--- src/rtl/core/gfmac_pkg.sv ---
// Shared types, constants and GF(2^8) arithmetic functions for the multiply-accumulate unit.
`default_nettype none

package gfmac_pkg;

    localparam int OP_W       = 3;
    localparam int BYTE_W     = 8;
    localparam int WORD_BYTES = 8;
    localparam int WORD_W     = WORD_BYTES * BYTE_W;
    localparam int COUNT_W    = 4;

    // Number of lanes the region operations may touch; the word holds eight.
    localparam int LANES      = 8;
    localparam int LANE_LIMIT = (LANES < WORD_BYTES) ? LANES : WORD_BYTES;

    localparam logic [OP_W-1:0] OP_MUL        = 3'd0;
    localparam logic [OP_W-1:0] OP_DIV        = 3'd1;
    localparam logic [OP_W-1:0] OP_INV        = 3'd2;
    localparam logic [OP_W-1:0] OP_REGION_MUL = 3'd3;
    localparam logic [OP_W-1:0] OP_REGION_XOR = 3'd4;

    // Low byte of the field polynomial x^8+x^4+x^3+x^2+1.
    localparam logic [BYTE_W-1:0] GF_POLY_LOW = 8'h1d;

    typedef logic [255:0][BYTE_W-1:0] gf_table_t;

    typedef struct packed {
        logic [OP_W-1:0]    operation;
        logic [WORD_W-1:0]  data_bytes;
        logic [BYTE_W-1:0]  multiplier;
        logic [WORD_W-1:0]  accumulator_bytes;
        logic [COUNT_W-1:0] byte_count;
    } item_t;

    // Shift-and-add product, reducing by the polynomial after each shift.
    function automatic logic [BYTE_W-1:0] gf_mul(input logic [BYTE_W-1:0] x,
                                                  input logic [BYTE_W-1:0] y);
        logic [BYTE_W-1:0] a;
        logic [BYTE_W-1:0] acc;
        a   = x;
        acc = '0;
        for (int k = 0; k < BYTE_W; k++)
        begin
            if (y[k])
            begin
                acc = acc ^ a;
            end
            a = {a[BYTE_W-2:0], 1'b0} ^ (a[BYTE_W-1] ? GF_POLY_LOW : '0);
        end
        return acc;
    endfunction

    // Inverse as x^254 by square-and-multiply; evaluated only at elaboration.
    function automatic gf_table_t build_inv_table();
        gf_table_t         tbl;
        logic [BYTE_W-1:0] r;
        logic [BYTE_W-1:0] b;
        logic [BYTE_W-1:0] e;
        for (int i = 0; i < 256; i++)
        begin
            r = 8'd1;
            b = BYTE_W'(i);
            e = 8'd254;
            for (int k = 0; k < BYTE_W; k++)
            begin
                if (e[k])
                begin
                    r = gf_mul(r, b);
                end
                b = gf_mul(b, b);
            end
            tbl[i] = r;
        end
        return tbl;
    endfunction

    localparam gf_table_t GF_INV_TABLE = build_inv_table();

endpackage

`default_nettype wire

--- src/rtl/core/gfmac_lane.sv ---
// One byte lane of the region datapath: constant multiply, optional XOR, pass-through.
`default_nettype none

module gfmac_lane
    import gfmac_pkg::*;
(
    input  wire logic [BYTE_W-1:0] src,
    input  wire logic [BYTE_W-1:0] multiplier,
    input  wire logic [BYTE_W-1:0] acc,
    input  wire logic              enable,
    input  wire logic              do_xor,
    output      logic [BYTE_W-1:0] result
);

    logic [BYTE_W-1:0] product;

    assign product = gf_mul(src, multiplier);

    always_comb
    begin
        if (!enable)
        begin
            result = acc;
        end
        else if (do_xor)
        begin
            result = product ^ acc;
        end
        else
        begin
            result = product;
        end
    end

endmodule

`default_nettype wire

--- src/rtl/core/gfmac_datapath.sv ---
// Combinational datapath between the input register and the result register.
`default_nettype none

module gfmac_datapath
    import gfmac_pkg::*;
(
    input  wire item_t             item,
    output      logic [WORD_W-1:0] result_bytes
);

    logic [BYTE_W-1:0] src_low;
    logic [BYTE_W-1:0] scalar_operand;
    logic [BYTE_W-1:0] scalar_product;
    logic [BYTE_W-1:0] scalar_inverse;
    logic [WORD_W-1:0] region_result;
    logic              region_xor;

    assign src_low = item.data_bytes[BYTE_W-1:0];

    // Division shares the scalar multiplier: multiply by the table inverse of the divisor.
    assign scalar_operand = (item.operation == OP_DIV) ? GF_INV_TABLE[item.multiplier]
                                                       : item.multiplier;
    assign scalar_product = gf_mul(src_low, scalar_operand);
    assign scalar_inverse = GF_INV_TABLE[src_low];

    assign region_xor = (item.operation == OP_REGION_XOR);

    for (genvar k = 0; k < WORD_BYTES; k++)
    begin : g_lane
        logic lane_enable;

        assign lane_enable = (COUNT_W'(k) < item.byte_count) && (k < LANE_LIMIT);

        gfmac_lane u_lane (
            .src        (item.data_bytes[k*BYTE_W +: BYTE_W]),
            .multiplier (item.multiplier),
            .acc        (item.accumulator_bytes[k*BYTE_W +: BYTE_W]),
            .enable     (lane_enable),
            .do_xor     (region_xor),
            .result     (region_result[k*BYTE_W +: BYTE_W])
        );
    end

    always_comb
    begin
        case (item.operation)
            OP_MUL, OP_DIV:
            begin
                result_bytes = {{(WORD_W-BYTE_W){1'b0}}, scalar_product};
            end
            OP_INV:
            begin
                result_bytes = {{(WORD_W-BYTE_W){1'b0}}, scalar_inverse};
            end
            OP_REGION_MUL, OP_REGION_XOR:
            begin
                result_bytes = region_result;
            end
            default:
            begin
                result_bytes = '0;
            end
        endcase
    end

endmodule

`default_nettype wire

--- config.mk ---
export PLATFORM = sky130hd
export DESIGN_NAME = gfmac_datapath
export DESIGN_NICKNAME = d
export VERILOG_FILES = /design/src/rtl/core/gfmac_pkg.sv /design/src/rtl/core/gfmac_lane.sv /design/src/rtl/core/gfmac_datapath.sv
export SDC_FILE = /design/constraint.sdc
export NUM_CORES = 1
export LEC_CHECK = 0
export ABC_AREA = 1
export ABC_CLOCK_PERIOD_IN_PS = 3800
export BUFFER_PORTS_ARGS = -buffer_cell sky130_fd_sc_hd__buf_2
export CAP_MARGIN = 10
export CORE_UTILIZATION = 56
export DETAILED_ROUTE_END_ITERATION = 10
export PLACE_DENSITY = 0.77
export SYNTH_ARGS = -nofsm -noshare
export SYNTH_HDL_FRONTEND = slang
export SYNTH_SLANG_ARGS = --single-unit
--- constraint.sdc ---
create_clock -name vclk -period 3.8
set_input_delay 0.19 -clock vclk [all_inputs]
set_output_delay 0.19 -clock vclk [all_outputs]
set_load 0.01 [all_outputs]
# Word-level counts from Yosys, hierarchy flattened
# Memory sizes are Yosys's and may differ from the RTL's.
# Cells that the tools add are included.
# Widths: inputs -> output; s select.
[op_classes]
n_lt_le_gt_ge = 10
eq_ne = 4
muxes = 148
bitwise = 127
n_reduce_logical = 3
[ops]
columns = ["cell", "count"]
rows = [
  ["$xor 8x8->8", 127],
  ["$mux 8", 91],
  ["$mux 5", 56],
  ["$pmux 64 s3", 1],
  ["$lt 8x9->1 const B", 2],
  ["$lt 3x4->1 const A", 4],
  ["$lt 1x4->1 const A", 2],
  ["$lt 2x4->1 const A", 2],
  ["$eq 3x2->1 const B", 2],
  ["$reduce_or 2->1", 2],
  ["$eq 3x1->1 const B", 1],
  ["$eq 3x3->1 const B", 1],
  ["$logic_not 3->1", 1],
]
[totals]
regBits = 0
romBits = 4096
inputBits = 143
output_inout_bits = 64
word_cells = 294
n_memories = 2
[memory_table]
columns = ["name", "words", "width", "read_ports", "rd_ports_with_merged_regs", "wr", "line_no", "text"]
rows = [
  ["(no name shown)", 256, 8, 1, 0, 0, "gfmac_datapath.sv:24", "assign scalar_inverse = GF_INV_TABLE[src_low];"],
  ["(no name shown)", 256, 8, 1, 0, 0, "gfmac_datapath.sv:21", "assign scalar_operand = (item.operation == OP_DIV) ? GF_INV_TABLE[item.multiplier]"],
]

# Depth between registers and ports, before layout
[depth]
ltp_word = 20
ltp_mapped = 27
mapped_depth_nobuf = 24

# Cells and area by module
# From an unflattened synthesis, not the netlist that was laid out.
[hier_totals]
hier_cells = 4625
area_unflattened_um2 = 21730.8
[modules_own_cells]
columns = ["module", "instances", "cells_per_inst", "area_per_inst_um2", "seq_area_each_um2"]
rows = [
  ["gfmac_lane", 8, 379, 1750.4, 0.0],
  ["gfmac_datapath", 1, 1593, 7727.4, 0.0],
]

# Worst setup path after synthesis
# No wires, ideal clock.
[synth_path]
kind = "in2out"
from = "in item[69] (netlist bit)"
to = "out result_bytes[6]"
arrival_ns = 2.706
t_required_ns = 3.610
slack_ns = 0.904
path_stages = 26
n_path_buf = 4
path_cell_list = "buf_4 inv_2 buf_2 buf_2 ha_1 inv_2 nor2_1 nor2_1 nand2_1 nand2_1 nand2_1 nand3_1 nand3_1 nand3_1 nand2_2 buf_4 nand3_1 nand2_1 nand2_1 nand2_1 inv_1 nand2_1 nand2_1 nand2_1 nand3_1 nand2_1"
[synth_via]
elab_chain_cells = 19
elab_cells_between_ends = 35
cone_classes = "mux: 20; bitwise: 14; memory: 1"
[synth_rtl]
columns = ["item", "line_no", "text"]
rows = [
  ["start, declared", "gfmac_datapath.sv:7", "input wire item_t item,"],
  ["$mem_v2 256x8", "--", ""],
  ["$mux 8 (implied by the code)", "gfmac_datapath.sv:21", ""],
  ["$mux 8", "gfmac_datapath.sv:21", ""],
  ["$mux 8", "gfmac_pkg.sv:44", "if (y[k])"],
  ["$xor 8x8->8", "gfmac_pkg.sv:46", "acc = acc ^ a;"],
  ["$mux 8", "gfmac_pkg.sv:44", ""],
  ["$xor 8x8->8", "gfmac_pkg.sv:46", ""],
  ["$mux 8", "gfmac_pkg.sv:44", ""],
  ["[3 not listed]", "--", ""],
  ["$mux 8", "gfmac_pkg.sv:44", ""],
  ["$xor 8x8->8", "gfmac_pkg.sv:46", ""],
  ["$mux 8", "gfmac_pkg.sv:44", ""],
  ["$xor 8x8->8", "gfmac_pkg.sv:46", ""],
  ["$mux 8", "gfmac_pkg.sv:44", ""],
  ["$xor 8x8->8", "gfmac_pkg.sv:46", ""],
  ["$mux 8", "gfmac_pkg.sv:44", ""],
  ["$pmux 64 s3 (*)", "gfmac_datapath.sv:46", "case (item.operation)"],
  ["end, declared", "gfmac_datapath.sv:8", "output logic [WORD_W-1:0] result_bytes"],
]
# Mark *: on every way between the ends. The rest lies on a longest branch, timed or not. The select of a mux whose other input is x is not followed.

# Worst setup path after layout
[layout_path]
from = "in item[69] (netlist bit)"
to = "out result_bytes[2]"
# The elaborated chain is that of the path after synthesis.

==> flow_summary.json <==
{
  "design_power_total_mw": 4.40,
  "grt_first_pass_wirelength_um": 116000,
  "max_stage_delay_ns": 0.44,
  "layout.cells.most_common": "sky130_fd_sc_hd__nand2_1",
  "fin_area_mm2": 0.0190,
  "setup_viol": 0,
  "globalRouteOverflowTotal": 0,
  "vdd_drop_max_mv": 0.104,
  "totalWireLength_um": 73700,
  "route.detailed.drc": 26,
  "leakage_power_figure_nw": 9.83,
  "fmaxAchievable_mhz": 279,
  "groute.layer.met1.usage_pct": 52.7,
  "final_hold_viol_count": 0,
  "synth_nets": 3522,
  "most_numerous_cell_on_the_critical_path": "sky130_fd_sc_hd__nand2_1",
  "fraction_of_post_synthesis_cell_area_in_the_top_cell_type_by_area_pct": 22.2,
  "route.antenna.remaining_nets": 0,
  "holdCritStartpoint": "item[34]",
  "post_drt_wl_per_cell_um": 19.1,
  "max_slew_margin_pct": 41.1,
  "finalHoldWorstSlack_ns": 0.724,
  "cell_chain_of_the_critical_path": "buf_2, inv_2, ha_1, inv_1, nor2_1, nor2_1, nand2_1, nand3_1, nand3_1, nand3_1, nand3_1, nand2_2, nand2_1, nand2_1, nand2_1, nand2_1, nand2_1, inv_1, nand2_1, nand2_1, nand2_1, nand3_1, nand2_1, buf_2",
  "via_per_inst": 6.06,
  "synth-seq-area-share_pct": 0,
  "cap_viol_max_count": 0,
  "via_count": 23400,
  "syn-cell-area_mm2": 0.0177,
  "startpoint_type": "input port",
  "violations": "design-rule violations",
  "hold-path-cell-count": 4,
  "synth_top_cells_by_area": "sky130_fd_sc_hd__nand2_1, sky130_fd_sc_hd__xor2_1, sky130_fd_sc_hd__xnor2_1",
  "chipWidth_um": 180,
  "seqCellArea_um2": 0,
  "grt_busiest_layer": "met2",
  "grt_start_max_net_pins": 63,
  "path_delay_family": "simple AND/OR/NAND/NOR gates",
  "rows": 64,
  "critical_path_class": "in -> out",
  "setup-tns-final_ns": 0,
  "status": "finished with violations",
  "finalNonFillerCells": 3865,
  "yosysWarnings": 0,
  "maxSlewViolCount": 0,
  "ios": 207,
  "final.min_clock_period_ns": 3.58,
  "placer_congestion_estimate": 1.17,
  "firstDrtPassIters": 11,
  "dpl.hpwl_um": 55600,
  "hold_class": "in -> out",
  "grt_use_met2_pct": 70.1,
  "timing.critical_path.slowest_stage_cell": "sky130_fd_sc_hd__nor2_1",
  "dieHeight_um": 180,
  "netlist_instances": 3353,
  "start_util_pct": 57.5,
  "worst-endpoint-required_ns": 3.61,
  "hold_path_end": "result_bytes[30]",
  "setup_repair_after_global_routing_missed_its_margin": "false",
  "area_growth_pct": 7.43,
  "yosysUniqueCellTypes": 62,
  "synth.avg_cell_area_um2": 5.28,
  "grt_pass1_vias": 22200,
  "final.period_utilization_pct": 94.3,
  "clock_buffers": 0,
  "globalRouteTotalUtil_pct": 43.8,
  "power_density_mw_per_mm2": 231,
  "coreArea_mm2": 0.0308,
  "worst-slew-pin-transition_ns": 0.875,
  "crit_buf_inv": 5,
  "dpl.cell_count": 3863,
  "fraction_of_layout_cells_with_a_size_suffix_above_1_pct": 12.3,
  "io_buffers": 207,
  "dpl-instance-area_mm2": 0.0190,
  "most-common-layout-cells": "sky130_fd_sc_hd__nand2_1, sky130_fd_sc_hd__nor2_1, sky130_fd_sc_hd__nand3_1, sky130_fd_sc_hd__xor2_1",
  "worst-path-max-fanout": 15,
  "end_kind": "output port",
  "initialDrtViolationCount": 3354,
  "worst_ep_arrival_time_ns": 3.39,
  "dieArea_mm2": 0.0324,
  "synthDominantAreaCellType": "sky130_fd_sc_hd__nand2_1",
  "worstSetupStartpoint": "item[69]",
  "global_route.usage.met3_pct": 9.74,
  "layout.nets": 3638,
  "grt_antenna_before_repair": 4,
  "layout.sequential_cells": 0
}
## tightest hold or removal path, stage by stage
cell and delay (ns):
sky130_fd_sc_hd__buf_2 0.09, sky130_fd_sc_hd__nand2_1 0.07, sky130_fd_sc_hd__a21oi_1 0.05, sky130_fd_sc_hd__buf_2 0.13
## per-layer routing
layer	routed length [um]	vias up
met2	31800	1778
li1	-	10800
met3	9380	421
met4	5280	0
met5	0	-
met1	27200	10400
## through the flow
stage	setup WS, ns	util, %
5_1_grt	0.0200	61.7
6_report	0.217	61.7
2_1_floorplan	0.904	-
3_5_place_dp	0.215	61.7
4_1_cts	0.182	61.7
3_3_place_gp	0.301	61.7
## cell usage after synthesis (26+ instances only)
library cell                  n
sky130_fd_sc_hd__nand2_1   1046
sky130_fd_sc_hd__nor2_1     439
sky130_fd_sc_hd__nand3_1    334
sky130_fd_sc_hd__xor2_1     254
sky130_fd_sc_hd__inv_1      247
sky130_fd_sc_hd__xnor2_1    246
sky130_fd_sc_hd__o21ai_0    130
sky130_fd_sc_hd__a21oi_1    108
sky130_fd_sc_hd__buf_2       85
sky130_fd_sc_hd__clkbuf_1    49
sky130_fd_sc_hd__nand4_1     33
sky130_fd_sc_hd__o21ai_1     28
sky130_fd_sc_hd__buf_4       27
sky130_fd_sc_hd__nor3_1      27
sky130_fd_sc_hd__ha_1        26
## cell families (layout without fill, tap and decap cells)
group                    after synthesis  in the layout  synth area share [%]
AND/OR/NAND/NOR                     1961           1961                  46.2
other                                  0              2                     0
buffers and inverters                472            586                  12.1
adder cells (fa/ha/maj)               26             26                  1.84
AO/OA/AOI/OAI                        364            364                  11.9
XOR/XNOR                             530            530                  28.0
## area by class of cell
| class | instances | area [um2] |
|---|---|---|
| inverter | 274 | 1040 |
| timing repair buffer | 312 | 1920 |
| multi-input combinational | 2881 | 15600 |
| fill | 3104 | 11800 |
| antenna | 2 | 5.00 |
| tap | 396 | 495 |
## power breakdown
group          switching [mW]    total [mW]  internal [mW]  leakage, nW
combinational            2.80          4.40           1.60         9.83
sequential                  0             0              0            0
clock                       0  0.0000000705   0.0000000705    0.0000127
total                    2.80          4.40           1.60         9.83
## repair_timing
action / in CTS / in global routing
gates resized for setup: 0 / 2
setup buffers: 0 / 0
hold buffers: 0 / 0
endpoints found under the setup margin: 0 / 6
## how the worst max path moves through the flow
stage                           end  slack [ns]  cells past startpoint
CTS                 result_bytes[5]        0.18                     20
detailed placement  result_bytes[5]        0.22                     20
global placement    result_bytes[5]        0.30                     20
floorplan           result_bytes[6]        0.90                     26
global route        result_bytes[4]        0.02                     27
finish              result_bytes[2]        0.22                     24
Note: power is estimated with default switching activity, not from simulation.
